[config.mk]
export PLATFORM = sky130hd
export DESIGN_NAME = unix_seconds_to_calendar
export DESIGN_NICKNAME = d
export VERILOG_FILES = /design/src/hw/rtl/usc_pkg.sv /design/src/hw/rtl/usc_cdiv.sv /design/src/hw/rtl/unix_seconds_to_calendar.sv
export SDC_FILE = /design/constraint.sdc
export NUM_CORES = 1
export LEC_CHECK = 0
export BUFFER_PORTS_ARGS = -buffer_cell sky130_fd_sc_hd__buf_2
export CAP_MARGIN = 10
export CELL_PAD_IN_SITES_DETAIL_PLACEMENT = 1
export CELL_PAD_IN_SITES_GLOBAL_PLACEMENT = 1
export CORE_UTILIZATION = 40
export CTS_CLUSTER_DIAMETER = 80
export CTS_CLUSTER_SIZE = 30
export DETAILED_ROUTE_END_ITERATION = 12
export GPL_ROUTABILITY_DRIVEN = 0
export PLACE_DENSITY_LB_ADDON = 0.1
export SLEW_MARGIN = 20
export SYNTH_ARGS = -nofsm -noshare
export SYNTH_HDL_FRONTEND = slang
export SYNTH_SLANG_ARGS = --single-unit
[constraint.sdc]
create_clock -name i_clk -period 5.24 [get_ports i_clk]
set_input_delay 0.262 -clock i_clk [delete_from_list [all_inputs] [get_ports i_clk]]
set_output_delay 0.262 -clock i_clk [all_outputs]
set_load 0.05 [all_outputs]
[src/hw/rtl/usc_pkg.sv]
package usc_pkg;

    localparam int CDIV_STAGES = 3;

    localparam int SECS_W  = 32;
    localparam int DAYS_W  = 16;
    localparam int TOD_W   = 17;
    localparam int QUAD_W  = 6;
    localparam int QDAY_W  = 11;
    localparam int YINQ_W  = 2;
    localparam int DOY_W   = 9;
    localparam int HREM_W  = 12;
    localparam int MON_W   = 4;
    localparam int YEAR_W  = 8;
    localparam int DAY_W   = 5;
    localparam int HOUR_W  = 5;
    localparam int MIN_W   = 6;
    localparam int SEC_W   = 6;
    localparam int WDAY_W  = 3;

    localparam int unsigned SECS_PER_DAY  = 86400;
    localparam int unsigned SECS_PER_HOUR = 3600;
    localparam int unsigned SECS_PER_MIN  = 60;
    localparam int unsigned DAYS_PER_WEEK = 7;
    localparam int unsigned DAYS_PER_QUAD = 1461;
    localparam int unsigned DAYS_PER_YEAR = 365;

    localparam int unsigned EPOCH_WEEKDAY   = 4;
    // day count is rebased to 1968-03-01 so each four-year group ends on Feb 29
    localparam int unsigned DAYS_TO_EPOCH   = 671;
    localparam int unsigned YEARS_TO_EPOCH  = 2;
    // 2100-03-01 as a day number; 2100 has no Feb 29, so skip one day from here
    localparam int unsigned DAY_MAR2100     = 47541;

    localparam longint unsigned DAY_Q_MAX  = 49710;
    localparam longint unsigned QUAD_Q_MAX = 34;
    localparam longint unsigned YEAR_Q_MAX = 3;
    localparam longint unsigned HOUR_Q_MAX = 23;
    localparam longint unsigned MIN_Q_MAX  = 59;

    localparam int MONTHS_PER_YEAR = 12;
    localparam int MON_JAN_MAR     = 10;
    localparam int MON_MAR_SHIFT   = 2;

    // first day of each month, March-based year
    function automatic logic [DOY_W-1:0] month_start(input logic [MON_W-1:0] m);
        case (m)
            MON_W'(0):  return DOY_W'(0);
            MON_W'(1):  return DOY_W'(31);
            MON_W'(2):  return DOY_W'(61);
            MON_W'(3):  return DOY_W'(92);
            MON_W'(4):  return DOY_W'(122);
            MON_W'(5):  return DOY_W'(153);
            MON_W'(6):  return DOY_W'(184);
            MON_W'(7):  return DOY_W'(214);
            MON_W'(8):  return DOY_W'(245);
            MON_W'(9):  return DOY_W'(275);
            MON_W'(10): return DOY_W'(306);
            MON_W'(11): return DOY_W'(337);
            default:    return DOY_W'(0);
        endcase
    endfunction

endpackage

[src/hw/rtl/usc_cdiv.sv]
module usc_cdiv #(
    parameter int              W_IN    = usc_pkg::SECS_W,
    parameter int unsigned     DIVISOR = usc_pkg::SECS_PER_DAY,
    parameter longint unsigned Q_MAX   = ((64'd1 << W_IN) - 64'd1) / DIVISOR
) (
    input  logic                                 i_clk,
    input  logic [usc_pkg::CDIV_STAGES-1:0]      i_en,
    input  logic [W_IN-1:0]                      i_x,
    output logic [$clog2(Q_MAX+1)-1:0]           o_q,
    output logic [$clog2(DIVISOR+1)-1:0]         o_r
);

    localparam int W_Q = $clog2(Q_MAX + 1);
    localparam int W_R = $clog2(DIVISOR + 1);
    localparam logic [W_IN-1:0] RECIP = W_IN'((65'd1 << W_IN) / 65'(DIVISOR));

    logic [2*W_IN-1:0] w_prod;
    logic [W_IN-1:0]   w_qd;
    logic [W_IN-1:0]   w_rem0;
    logic              w_fix;

    logic [W_IN-1:0]   r_x1;
    logic [W_Q-1:0]    r_q1;
    logic [W_R:0]      r_rem2;
    logic [W_Q-1:0]    r_q2;
    logic [W_Q-1:0]    r_q3;
    logic [W_R-1:0]    r_r3;

    // estimate is exact or one low
    assign w_prod = {{W_IN{1'b0}}, i_x} * {{W_IN{1'b0}}, RECIP};

    always_ff @(posedge i_clk) begin
        if (i_en[0]) begin
            r_x1 <= i_x;
            r_q1 <= W_Q'(w_prod >> W_IN);
        end
    end

    assign w_qd   = W_IN'(r_q1) * W_IN'(DIVISOR);
    assign w_rem0 = r_x1 - w_qd;

    always_ff @(posedge i_clk) begin
        if (i_en[1]) begin
            r_rem2 <= w_rem0[W_R:0];
            r_q2   <= r_q1;
        end
    end

    // no step past the top quotient: lets the last remainder reach the divisor
    assign w_fix = (r_rem2 >= (W_R+1)'(DIVISOR)) && (r_q2 != W_Q'(Q_MAX));

    always_ff @(posedge i_clk) begin
        if (i_en[2]) begin
            if (w_fix) begin
                r_q3 <= r_q2 + W_Q'(1);
                r_r3 <= W_R'(r_rem2 - (W_R+1)'(DIVISOR));
            end else begin
                r_q3 <= r_q2;
                r_r3 <= r_rem2[W_R-1:0];
            end
        end
    end

    assign o_q = r_q3;
    assign o_r = r_r3;

endmodule

[src/hw/rtl/unix_seconds_to_calendar.sv]
// Throughput: one word per cycle while o_stall is low.
// The pipeline is twelve register stages.
// i_stall holds only the stages that carry a word; empty stages keep filling.
// Reset (synchronous, active low) clears the stage valid bits; data is not reset.
module unix_seconds_to_calendar (
    input  logic                          i_clk,
    input  logic                          i_rst_n,
    input  logic                          i_valid,
    output logic                          o_stall,
    input  logic [usc_pkg::SECS_W-1:0]    i_epoch_seconds,
    output logic                          o_valid,
    input  logic                          i_stall,
    output logic [usc_pkg::YEAR_W-1:0]    o_year_offset,
    output logic [usc_pkg::MON_W-1:0]     o_month_index,
    output logic [usc_pkg::DAY_W-1:0]     o_day_index,
    output logic [usc_pkg::HOUR_W-1:0]    o_hour,
    output logic [usc_pkg::MIN_W-1:0]     o_minute,
    output logic [usc_pkg::SEC_W-1:0]     o_second,
    output logic [usc_pkg::WDAY_W-1:0]    o_weekday
);

    localparam int NSTG    = 12;
    localparam int ST_DAY  = 0;
    localparam int ST_PREP = 3;
    localparam int ST_DIV2 = 4;
    localparam int ST_DIV3 = 7;
    localparam int ST_MON  = 10;
    localparam int ST_OUT  = 11;
    localparam int NCMP    = usc_pkg::MONTHS_PER_YEAR - 1;

    typedef struct packed {
        logic [usc_pkg::QUAD_W-1:0] quad;
        logic [usc_pkg::HOUR_W-1:0] hour;
        logic [usc_pkg::WDAY_W-1:0] wday;
    } t_side;

    typedef struct packed {
        logic [usc_pkg::YEAR_W-1:0] ybase;
        logic [usc_pkg::MON_W-1:0]  mp;
        logic [usc_pkg::DOY_W-1:0]  doy;
        logic [usc_pkg::HOUR_W-1:0] hour;
        logic [usc_pkg::MIN_W-1:0]  minute;
        logic [usc_pkg::SEC_W-1:0]  second;
        logic [usc_pkg::WDAY_W-1:0] wday;
    } t_mon;

    logic [NSTG-1:0] r_v;
    logic [NSTG-1:0] n_v;
    logic [NSTG-1:0] w_en;

    logic [usc_pkg::DAYS_W-1:0] w_days;
    logic [usc_pkg::TOD_W-1:0]  w_tod;
    logic                       w_skip;

    logic [usc_pkg::DAYS_W-1:0] r_d;
    logic [usc_pkg::DAYS_W-1:0] r_wx;
    logic [usc_pkg::TOD_W-1:0]  r_tod;

    logic [usc_pkg::QUAD_W-1:0] w_quad;
    logic [usc_pkg::QDAY_W-1:0] w_qday;
    logic [usc_pkg::HOUR_W-1:0] w_hour;
    logic [usc_pkg::HREM_W-1:0] w_hrem;
    logic [usc_pkg::WDAY_W-1:0] w_wday;
    t_side                      w_side_in;
    t_side                      r_side [usc_pkg::CDIV_STAGES];

    logic [usc_pkg::YINQ_W-1:0] w_yinq;
    logic [usc_pkg::DOY_W-1:0]  w_doy;
    logic [usc_pkg::MIN_W-1:0]  w_min;
    logic [usc_pkg::SEC_W-1:0]  w_sec;
    logic [NCMP-1:0]            w_mcmp;
    t_mon                       w_mon;
    t_mon                       r_mon;

    logic                       w_late;
    logic [usc_pkg::YEAR_W-1:0] r_year_offset;
    logic [usc_pkg::MON_W-1:0]  r_month_index;
    logic [usc_pkg::DAY_W-1:0]  r_day_index;
    logic [usc_pkg::HOUR_W-1:0] r_hour;
    logic [usc_pkg::MIN_W-1:0]  r_minute;
    logic [usc_pkg::SEC_W-1:0]  r_second;
    logic [usc_pkg::WDAY_W-1:0] r_weekday;

    // a stage moves unless it and every stage after it are full and the output is stalled
    always_comb begin
        for (int k = 0; k < NSTG; k++) begin
            w_en[k] = !i_stall || !(&(r_v | ((NSTG'(1) << k) - NSTG'(1))));
        end
    end

    always_comb begin
        n_v = r_v;
        if (w_en[0]) begin
            n_v[0] = i_valid;
        end
        for (int k = 1; k < NSTG; k++) begin
            if (w_en[k]) begin
                n_v[k] = r_v[k-1];
            end
        end
    end

    always_ff @(posedge i_clk) begin
        if (!i_rst_n) begin
            r_v <= '0;
        end else begin
            r_v <= n_v;
        end
    end

    assign o_stall = !w_en[0];
    assign o_valid = r_v[ST_OUT];

    // seconds -> days, time of day
    usc_cdiv #(
        .W_IN    (usc_pkg::SECS_W),
        .DIVISOR (usc_pkg::SECS_PER_DAY),
        .Q_MAX   (usc_pkg::DAY_Q_MAX)
    ) u_day (
        .i_clk (i_clk),
        .i_en  (w_en[ST_DAY +: usc_pkg::CDIV_STAGES]),
        .i_x   (i_epoch_seconds),
        .o_q   (w_days),
        .o_r   (w_tod)
    );

    assign w_skip = w_days >= usc_pkg::DAYS_W'(usc_pkg::DAY_MAR2100);

    always_ff @(posedge i_clk) begin
        if (w_en[ST_PREP]) begin
            r_d   <= w_days + usc_pkg::DAYS_W'(usc_pkg::DAYS_TO_EPOCH)
                     + usc_pkg::DAYS_W'(w_skip);
            r_wx  <= w_days + usc_pkg::DAYS_W'(usc_pkg::EPOCH_WEEKDAY);
            r_tod <= w_tod;
        end
    end

    usc_cdiv #(
        .W_IN    (usc_pkg::DAYS_W),
        .DIVISOR (usc_pkg::DAYS_PER_QUAD),
        .Q_MAX   (usc_pkg::QUAD_Q_MAX)
    ) u_quad (
        .i_clk (i_clk),
        .i_en  (w_en[ST_DIV2 +: usc_pkg::CDIV_STAGES]),
        .i_x   (r_d),
        .o_q   (w_quad),
        .o_r   (w_qday)
    );

    usc_cdiv #(
        .W_IN    (usc_pkg::TOD_W),
        .DIVISOR (usc_pkg::SECS_PER_HOUR),
        .Q_MAX   (usc_pkg::HOUR_Q_MAX)
    ) u_hour (
        .i_clk (i_clk),
        .i_en  (w_en[ST_DIV2 +: usc_pkg::CDIV_STAGES]),
        .i_x   (r_tod),
        .o_q   (w_hour),
        .o_r   (w_hrem)
    );

    usc_cdiv #(
        .W_IN    (usc_pkg::DAYS_W),
        .DIVISOR (usc_pkg::DAYS_PER_WEEK)
    ) u_week (
        .i_clk (i_clk),
        .i_en  (w_en[ST_DIV2 +: usc_pkg::CDIV_STAGES]),
        .i_x   (r_wx),
        .o_q   (),
        .o_r   (w_wday)
    );

    assign w_side_in = '{quad: w_quad, hour: w_hour, wday: w_wday};

    always_ff @(posedge i_clk) begin
        if (w_en[ST_DIV3]) begin
            r_side[0] <= w_side_in;
        end
        for (int i = 1; i < usc_pkg::CDIV_STAGES; i++) begin
            if (w_en[ST_DIV3 + i]) begin
                r_side[i] <= r_side[i-1];
            end
        end
    end

    // year within the group; the last day of the group stays in year three
    usc_cdiv #(
        .W_IN    (usc_pkg::QDAY_W),
        .DIVISOR (usc_pkg::DAYS_PER_YEAR),
        .Q_MAX   (usc_pkg::YEAR_Q_MAX)
    ) u_year (
        .i_clk (i_clk),
        .i_en  (w_en[ST_DIV3 +: usc_pkg::CDIV_STAGES]),
        .i_x   (w_qday),
        .o_q   (w_yinq),
        .o_r   (w_doy)
    );

    usc_cdiv #(
        .W_IN    (usc_pkg::HREM_W),
        .DIVISOR (usc_pkg::SECS_PER_MIN),
        .Q_MAX   (usc_pkg::MIN_Q_MAX)
    ) u_min (
        .i_clk (i_clk),
        .i_en  (w_en[ST_DIV3 +: usc_pkg::CDIV_STAGES]),
        .i_x   (w_hrem),
        .o_q   (w_min),
        .o_r   (w_sec)
    );

    always_comb begin
        for (int k = 1; k <= NCMP; k++) begin
            w_mcmp[k-1] = w_doy >= usc_pkg::month_start(usc_pkg::MON_W'(k));
        end
    end

    always_comb begin
        w_mon.ybase  = usc_pkg::YEAR_W'({r_side[usc_pkg::CDIV_STAGES-1].quad, 2'b00})
                       + usc_pkg::YEAR_W'(w_yinq)
                       - usc_pkg::YEAR_W'(usc_pkg::YEARS_TO_EPOCH);
        w_mon.mp     = usc_pkg::MON_W'($countones(w_mcmp));
        w_mon.doy    = w_doy;
        w_mon.hour   = r_side[usc_pkg::CDIV_STAGES-1].hour;
        w_mon.minute = w_min;
        w_mon.second = w_sec;
        w_mon.wday   = r_side[usc_pkg::CDIV_STAGES-1].wday;
    end

    always_ff @(posedge i_clk) begin
        if (w_en[ST_MON]) begin
            r_mon <= w_mon;
        end
    end

    // January and February close the March-based year
    assign w_late = r_mon.mp >= usc_pkg::MON_W'(usc_pkg::MON_JAN_MAR);

    always_ff @(posedge i_clk) begin
        if (w_en[ST_OUT]) begin
            r_year_offset <= r_mon.ybase + usc_pkg::YEAR_W'(w_late);
            if (w_late) begin
                r_month_index <= r_mon.mp - usc_pkg::MON_W'(usc_pkg::MON_JAN_MAR);
            end else begin
                r_month_index <= r_mon.mp + usc_pkg::MON_W'(usc_pkg::MON_MAR_SHIFT);
            end
            r_day_index <= usc_pkg::DAY_W'(r_mon.doy - usc_pkg::month_start(r_mon.mp));
            r_hour      <= r_mon.hour;
            r_minute    <= r_mon.minute;
            r_second    <= r_mon.second;
            r_weekday   <= r_mon.wday;
        end
    end

    assign o_year_offset = r_year_offset;
    assign o_month_index = r_month_index;
    assign o_day_index   = r_day_index;
    assign o_hour        = r_hour;
    assign o_minute      = r_minute;
    assign o_second      = r_second;
    assign o_weekday     = r_weekday;

endmodule
== After elaboration in Yosys (flattened, before gate mapping) ==
Memory sizes are Yosys's and may differ from the RTL's. A register that Yosys moved wholly into a read port is not among the register bits.
Cells that the tools add are included.
Word-level totals
  bits in registers: 454
  RAM bits: 42
  bits in read-only memories: 144
  input bits: 36
  output and inout bits: 39
  word-level logic and storage cells: 202
  memories kept: 2
Operators by class
  add/subtract/negate cells: 36
  multipliers: 12
  magnitude comparators: 19
  eq/ne operators: 6
  muxes and demuxes: 20
  reductions and logical operators: 43
Memory list
  (name not given): depth 16, width 9, read ports 1, clocked after memory_dff 1, wr ports 0, line usc_pkg.sv:47  | case (m)
  r_side: depth 3, width 14, read ports 3, clocked after memory_dff 0, wr ports 3, line unix_seconds_to_calendar.sv:65  | t_side r_side [usc_pkg::CDIV_STAGES];
Operators by type and width (count)
  $mul A32 B15 Y47 const B: 1
  $ge A9 B8 Y1 const B: 4
  $mul A16 B13 Y29 const B: 1
  $ge A9 B9 Y1 const B: 3
  $mul A16 B4 Y20 const B: 1
  $mul A17 B4 Y20 const B: 1
  $ge A18 B17 Y1 const B: 1
  $ge A9 B7 Y1 const B: 2
  $mux W6: 3
  $sub A18 B18 Y18: 1
  $mux W17: 1
  $sub A17 B17 Y17 const B: 1
  $add A16 B1 Y16: 1
  $add A16 B1 Y16 const B: 1
  $add A16 B10 Y16 const B: 1
  $add A16 B3 Y16 const B: 1
  $ge A16 B16 Y1 const B: 1
  $mul A12 B5 Y16 const B: 1
  $mul A16 B10 Y11 const B: 1
  $mux W16: 1
  $ne A16 B16 Y1 const B: 1
  $logic_not A1 Y1: 14
  $mul A14 B3 Y4 const B: 1
  $ne A14 B14 Y1 const B: 1
  other kinds (61): 91

== Depth between registers and ports, before layout ==
Gate-level depths: netlist of run 1.
  depth in word-level cells: 6
  gate-level depth with buffers: 21
  depth with buffers taken out: 21

== Hierarchy ==
From an unflattened synthesis of run 1, not the netlist that was laid out.
Second synthesis, totals
  cells, all modules: 2901
  area, all modules: 35497.8 µm²
By module, submodules not included
  usc_cdiv (u_day): instances 1, cells each 1050, area each 11957.7 µm², sequential area each 3032.9 µm²
  unix_seconds_to_calendar: instances 1, cells each 465, area each 7253.2 µm², sequential area each 5295.1 µm²
  usc_cdiv (u_week): instances 1, cells each 419, area each 4648.2 µm², sequential area each 1591.5 µm²
  usc_cdiv (u_quad): instances 1, cells each 423, area each 4490.6 µm², sequential area each 1591.5 µm²
  usc_cdiv (u_hour): instances 1, cells each 213, area each 2850.2 µm², sequential area each 1591.5 µm²
  usc_cdiv (u_year): instances 1, cells each 188, area each 2262.2 µm², sequential area each 1051.0 µm²
  usc_cdiv (u_min): instances 1, cells each 143, area each 2035.7 µm², sequential area each 1141.1 µm²

== Least setup slack after synthesis of run 1 ==
OpenSTA, ideal clock, no wires.
  kind: input port to flip-flop
  start: in i_epoch_seconds[26] (netlist bit)
  end: reg u_day.r_q1[9], data pin
  library setup time: 0.260 ns
  arrival: 4.924 ns
  required time: 4.980 ns
  slack: 0.056 ns
  stages: 19
  path buffers: 0
  cells stage by stage: inv_1 -> fa_1 -> inv_1 -> ha_1 -> ha_1 -> fa_1 -> fa_1 -> inv_1 -> fa_1 -> inv_1 -> ha_1 -> a21oi_2 -> nand2_1 -> a221o_1 -> a221o_1 -> a21oi_2 -> o21ai_2 -> a221oi_2 -> xnor2_1
On the way
  cells in the longest elaborated chain, start to end: 1
Ends and longest elaborated chain
  from (decl): line unix_seconds_to_calendar.sv:10  | input logic [usc_pkg::SECS_W-1:0] i_epoch_seconds,
  $mul A32 B15 Y47: line usc_cdiv.sv:30  | assign w_prod = {{W_IN{1'b0}}, i_x} * {{W_IN{1'b0}}, RECIP};
  named net u_day.w_prod[41]: line usc_cdiv.sv:17  | logic [2*W_IN-1:0] w_prod;
  to (signal assigned): line usc_cdiv.sv:35  | r_q1 <= W_Q'(w_prod >> W_IN);
  to (decl): line usc_cdiv.sv:23  | logic [W_Q-1:0] r_q1;
The timed path passes the listed nets, and every way through them passes these cells.
A chain may end at the register's enable or synchronous reset.

== Final worst setup path of run 1 ==
  start: in i_epoch_seconds[12] (netlist bit)
  end: reg u_day.r_q1[9], data pin
Same word-level chain as after synthesis.

==> impl_metrics.csv, run 1 <==
group,metric,value,unit
detailed_routing,drtIter0Drc,533,
cells_and_area,fin_cells,4093,
global_routing,grt_max_degree,56,
timing,setup_tns,0,ns
detailed_routing,routed_wl,66.6,mm
detailed_routing,via_per_inst,4.83,
global_routing,grt_use_met2,32.6,%
floorplanning,die_h,293,um
synth,netlist_area,33900,um2
detailed_routing,num_vias,19768,
worst_setup_path,required,5.60,ns
floorplanning,die-width,293,um
place,hpwl,56.8,mm
worst_setup_path,worst_r2r_path_depth,13,
cts,cts_sinks,501,
worst_setup_path,end_kind,"register",
timing,final_hold_viol_count,0,
hold_path,hp-class,"in -> reg",
place,placed_cells,4040,
global_routing,met1_usage,16.7,%
global_routing,grt_overflow_total,0,
global_routing,grt_usage,15.7,%
flow_run,max_cap_viol_count,0,
detailed_routing,routedWlPerCell,16.3,um
timing,fmax,0.198,GHz
floorplanning,floorplan.initialDensity,40.5,%
floorplanning,die_area,85800,um2
timing,min_period,5.05,ns
timing,setup_viol,0,
place,io_buffers,74,
synth,yosysTopAreaCell,"edfxtp_1",
synth,async_flop_share,0,%
cells_and_area,nNetsFinal,3708,
timing,clock_skew,0.0234,ns
synth,synth.area.top_cells,"edfxtp_1 43%, ha_1 19%, fa_1 13%",
worst_setup_path,crit_arrival,5.41,ns
worst_setup_path,worstSetupPathType,"in -> reg",
synth,ys.warnings.count,0,
timing,drv_slew,0,
synth,avgSynthCellArea,12.4,um2
worst_setup_path,cp_max_fo,4,
status,status,"finished clean",
global_routing,use_met3,1.04,%
timing,maxSlewHeadroom,27.0,%
synth,yosys.area.top_type_share,42.9,%
global_routing,grt_pass1_wl,109,mm
cells_and_area,synthToLayoutAreaGrowth,10.9,%
cts,cts_tree,"yes",
cells_and_area,n_antenna_cell,0,
floorplanning,io_pins,75,
floorplanning,core,83700,um2
timing,worst_pin_slew,1.09,ns
synth,ys.flop_type,"edfxtp_1",
synth,synth.distinct_cells,69,
cts,htree_levels,1,
detailed_routing,final_antenna_net_count,0,
global_routing,grt_pass1_vias,22176,
synth,ys_seq_elements,501,
cts,cts_buffers,27,
hold_path,min_path_cells,2,
synth,syn_nets,3502,
cts,clk_path_buf_depth,3,
cts,path_clk_slew,0.10,ns
worst_setup_path,cp-start-kind,"input pin",
cts,clock_latency,0.61,ns
detailed_routing,drc,0,
detailed_routing,dr.pass1.iters,4,
global_routing,antenna_found_initial,0,
global_routing,busiest_layer,"met2",
cells_and_area,layout-drive-gt1-share,9.16,%
floorplanning,rows,106,
synth,seq_area_frac_synth,43.9,%
synth,synth_edf_count,484,
synth,synthCells,2735,
timing,min_period_over_period,96.3,%
cts,cts-root-buf,"clkbuf_16",
-- per-stage QoR --
stage | hold slack [ns] | setup slack (ns) | utilization [%] | instance area [um2]
3_5_place_dp | 0.405 | -0.497 | 43.6 | 36500
2_1_floorplan | 0.361 | 0.0560 | - | 33900
4_1_cts | 0.00579 | 0.0828 | 44.8 | 37500
3_3_place_gp | 0.400 | -0.406 | 43.6 | 36500
5_1_grt | 0.0288 | -0.0336 | 44.9 | 37500
6_report | 0.0516 | 0.192 | 44.9 | 37500
-- layout make-up --
| type | count | area (um2) |
|---|---|---|
| fill | 8828 | 46100 |
| multi-input combinational | 1684 | 17000 |
| sequential | 501 | 14900 |
| inverter | 534 | 2010 |
| tap | 1134 | 1420 |
| timing repair buffer | 193 | 1280 |
| clock buffer | 29 | 693 |
| clock inverter | 18 | 278 |
-- repair_timing --
| item | in CTS | in global routing |
|---|---|---|
| endpoints found under the hold margin | 5 | 0 |
| hold buffers | 5 | 0 |
| setup endpoints to repair | 2 | 8 |
| resized for setup | 2 | 11 |
| pin swaps | 0 | 1 |
| buffers inserted | 0 | 1 |
-- synthesized netlist by cell type, types with 3 or more instances --
cell,instances
a211oi_1,8
a21boi_0,10
a21o_1,50
a21oi_1,93
a221o_1,3
a311oi_1,3
a31o_2,4
a31oi_1,12
a41o_1,5
a41oi_1,3
and2_1,4
and3_1,14
and4_1,5
buf_1,3
clkbuf_1,11
dfxtp_1,17
edfxtp_1,484
fa_1,214
ha_1,517
inv_1,534
mux2_2,7
mux2i_1,4
nand2_1,101
nand2b_1,21
nand3_1,46
nand4_1,21
nor2_1,94
nor2b_1,21
nor3_1,19
nor4_1,9
o2111ai_1,4
o211ai_1,11
o21a_1,21
o21ai_0,63
o21bai_1,11
o22ai_1,3
o311a_1,4
o31a_1,5
or2_2,4
or3_1,7
xnor2_1,153
xor2_1,75
-- placed cells by master (no fill, tap or decap), types with 74 or more instances in the layout --
master,instances
inv_1,532
ha_1,517
edfxtp_1,484
fa_1,214
xnor2_1,153
buf_4,114
nand2_1,98
nor2_1,94
a21oi_1,90
xor2_1,75
buf_2,74
-- worst max-delay path, stage by stage --
cell           delay, ns
buf_2               0.12
dlygate4sd3_1       0.55
buf_4               0.16
fa_1                0.55
fa_1                0.53
fa_1                0.54
inv_1               0.05
fa_1                0.52
inv_1               0.04
ha_1                0.33
buf_4               0.15
nand3_1             0.10
nand2_1             0.08
a21oi_1             0.17
buf_4               0.15
nand4_1             0.14
buf_4               0.19
a21oi_2             0.11
buf_4               0.15
o21ai_2             0.08
a221oi_2            0.31
xnor2_1             0.10
-- metal layers --
metal	part of all wire [%]	wire (um)
met5	0	0
met4	2.4	1600
met3	1.4	960
met2	57	37800
met1	39	26200
-- final timing paths --
path,from,end,slack [ns]
max,i_epoch_seconds[12],u_day.r_q1[9],0.19
min,i_epoch_seconds[14],u_day.r_x1[14],0.05
max reg2reg,u_year.o_r[2],register,0.24
min reg2reg,u_min.r_x1[1],u_min.r_rem2[1],0.42
-- state kept, by name, summed over array words and instances, names as in the netlist, 16 cells and up, named ones only --
signal,cells
u_day.r_q2,16
u_day.r_rem2,18
u_day.r_x1,18
r_side,42
u_day.r_q1,16
r_mon,37
r_tod,17
u_day.o_r,17
r_d,16
r_wx,16
u_day.o_q,16
-- kinds of logic (layout without fill, tap and decap cells) --
family / Yosys count / in the layout / share of synthesized area [%]
DFF: 501 / 501 / 43.9
xor gates and xnor gates: 228 / 228 / 5.90
muxes: 11 / 11 / 0.351
AOI/OAI and AO/OA: 339 / 339 / 6.62
and+or+nand+nor: 375 / 375 / 5.36
buffers and inverters: 550 / 774 / 6.10
adders and majority gates: 731 / 731 / 31.8
Power of run 1 is left out: the tool's default activity adds up to more than one toggle a clock period on the data nets, which glitch-free logic cannot reach.
==> inputs of run 2 (changes only) <==
Settings changed: CORE_MARGIN from default to 5, SETUP_SLACK_MARGIN from default to 0.3.
==> impl_metrics.csv, run 2 (same netlist as run 1, synthesis figures left out) <==
group,metric,value,unit
worst_setup_path,slowest_stage,"fa_1",
global_routing,grt_pass1_vias,22564,
cells_and_area,n_antenna_cell,0,
floorplanning,die_h,301,um
timing,worst_pin_slew,1.04,ns
timing,setup_tns,0,ns
worst_setup_path,path_cells,"buf_2 -> buf_4 -> ha_1 -> ha_1 -> fa_1 -> fa_1 -> fa_1 -> inv_1 -> fa_1 -> inv_2 -> ha_4 -> a21oi_4 -> nand2_1 -> a221o_1 -> a221o_1 -> a21oi_2 -> buf_6 -> o211ai_1 -> buf_4 -> a21oi_2 -> xnor2_1",
cells_and_area,reg.largest.list,"r_side x42, r_mon x37",
global_routing,antenna_found_initial,0,
flow_run,max_cap_viol_count,0,
global_routing,grt_pass1_wl,116,mm
cts,cts_tree,"yes",
worst_setup_path,crit_arrival,5.19,ns
cts,clock_latency,0.61,ns
place,placed_cells,4036,
cts,clk_path_buf_depth,3,
cells_and_area,layout-drive-gt1-share,11.7,%
global_routing,grt_max_degree,56,
worst_setup_path,worst_r2r_path_depth,16,
timing,setup_viol,0,
place,hpwl,58.1,mm
detailed_routing,drc,0,
worst_setup_path,critPathLaunch,"i_epoch_seconds[14]",
status,status,"finished clean",
place,io_buffers,74,
global_routing,grt_usage,15.6,%
worst_setup_path,crit_family,"adder cells",
hold_path,min_path_cells,2,
cells_and_area,fin_cells,4109,
floorplanning,die_area,90600,um2
timing,fmax,0.206,GHz
timing,min_period_over_period,92.5,%
cells_and_area,layout_common_cells,"524 x inv_1, 485 x ha_1, 484 x edfxtp_1",
floorplanning,die-width,301,um
cells_and_area,final_util,45.7,%
cells_and_area,design_area,38300,um2
worst_setup_path,worstSetupPathType,"in -> reg",
place,placed_area,36600,um2
detailed_routing,dr.pass1.iters,4,
worst_setup_path,cp.depth,21,
global_routing,grt_overflow_total,0,
worst_setup_path,cpMostUsedCell,"fa_1",
cells_and_area,largest_register_ffs,42,
cells_and_area,nNetsFinal,3719,
detailed_routing,drtIter0Drc,468,
floorplanning,rows,106,
timing,drv_slew,0,
cells_and_area,final_common_cell,"inv_1",
detailed_routing,routed_wl,69.0,mm
worst_setup_path,r2r-start,"u_year.o_r[3]",
detailed_routing,via_per_inst,4.86,
worst_setup_path,end_kind,"register",
cts,cts_buffers,29,
timing,final_hold_viol_count,0,
cts,cts_sinks,501,
cells_and_area,top_register,"r_side",
cts,cts-root-buf,"clkbuf_16",
worst_setup_path,cp-start-kind,"input pin",
timing,clock_skew,0.0312,ns
worst_setup_path,cpPeakStageDelay,0.52,ns
worst_setup_path,cp.buffers_inverters,6,
worst_setup_path,crit_end,"u_day.r_q1[15]",
cts,htree_levels,1,
cts,path_clk_slew,0.10,ns
floorplanning,io_pins,75,
detailed_routing,num_vias,19966,
floorplanning,floorplan.initialDensity,40.4,%
worst_setup_path,required,5.58,ns
worst_setup_path,cp_max_fo,5,
cells_and_area,synthToLayoutAreaGrowth,13.1,%
floorplanning,core,83800,um2
worst_setup_path,r2r_slack,0.55,ns
timing,min_period,4.85,ns
detailed_routing,final_antenna_net_count,0,
timing,rsz0062_at_grt,"no",
detailed_routing,routedWlPerCell,16.8,um
hold_path,hp-class,"in -> reg",
timing,maxSlewHeadroom,30.4,%
run 2: repair_timing:
action / 4_1_cts / 5_1_grt
hold buffers: 5 / 1
buffers inserted: 0 / 13
gates resized for setup: 8 / 63
hold endpoints to repair: 7 / 1
pin swaps: 1 / 60
setup endpoints to repair: 12 / 20
cloned: 0 / 0
run 2: worst min path at each step:
stage,start,end,slack [ns]
final,i_epoch_seconds[6],u_day.r_x1[6],0.04
after global routing,i_epoch_seconds[6],u_day.r_x1[6],0.005
after CTS,i_epoch_seconds[14],u_day.r_x1[14],0.003
after detailed placement,r_side[0][1],r_side[0][15],0.41
after global placement,r_side[0][1],r_side[0][15],0.40
after floorplan,i_epoch_seconds[0],u_day.r_x1[0],0.36
run 2: worst reg2reg max path: cells and delay by family (launching register included):
family / cells / cell delay (ns)
simple gates: 1 / 0.06
flops: 1 / 0.39
fa+ha+maj: 6 / 2.69
compound gates: 5 / 0.99
buf+inv: 4 / 0.46
run 2: metrics by stage:
stage	setup slack [ns]	hold slack, ns
2_1_floorplan	0.240	0.361
3_3_place_gp	-0.519	0.401
3_5_place_dp	-0.535	0.405
4_1_cts	0.291	0.00305
5_1_grt	0.214	0.00491
6_report	0.392	0.0382
run 2: final cells by class:
| type | instances | area (um2) |
|---|---|---|
| fill | 8818 | 45500 |
| timing repair buffer | 202 | 1370 |
| sequential | 501 | 14900 |
| clock inverter | 23 | 358 |
| tap | 1134 | 1420 |
| clock buffer | 31 | 743 |
| inverter | 534 | 2020 |
| multi-input combinational | 1684 | 17500 |
run 2: per-layer routing:
metal	track usage [%]	vias to the layer above	routed length, um
met5	0	-	0
met4	2.81	0	1200
met3	1.30	68	1500
met2	31.8	158	38900
met1	17.7	9950	27400
li1	-	9790	-
Power of run 2 is left out for the same reason.
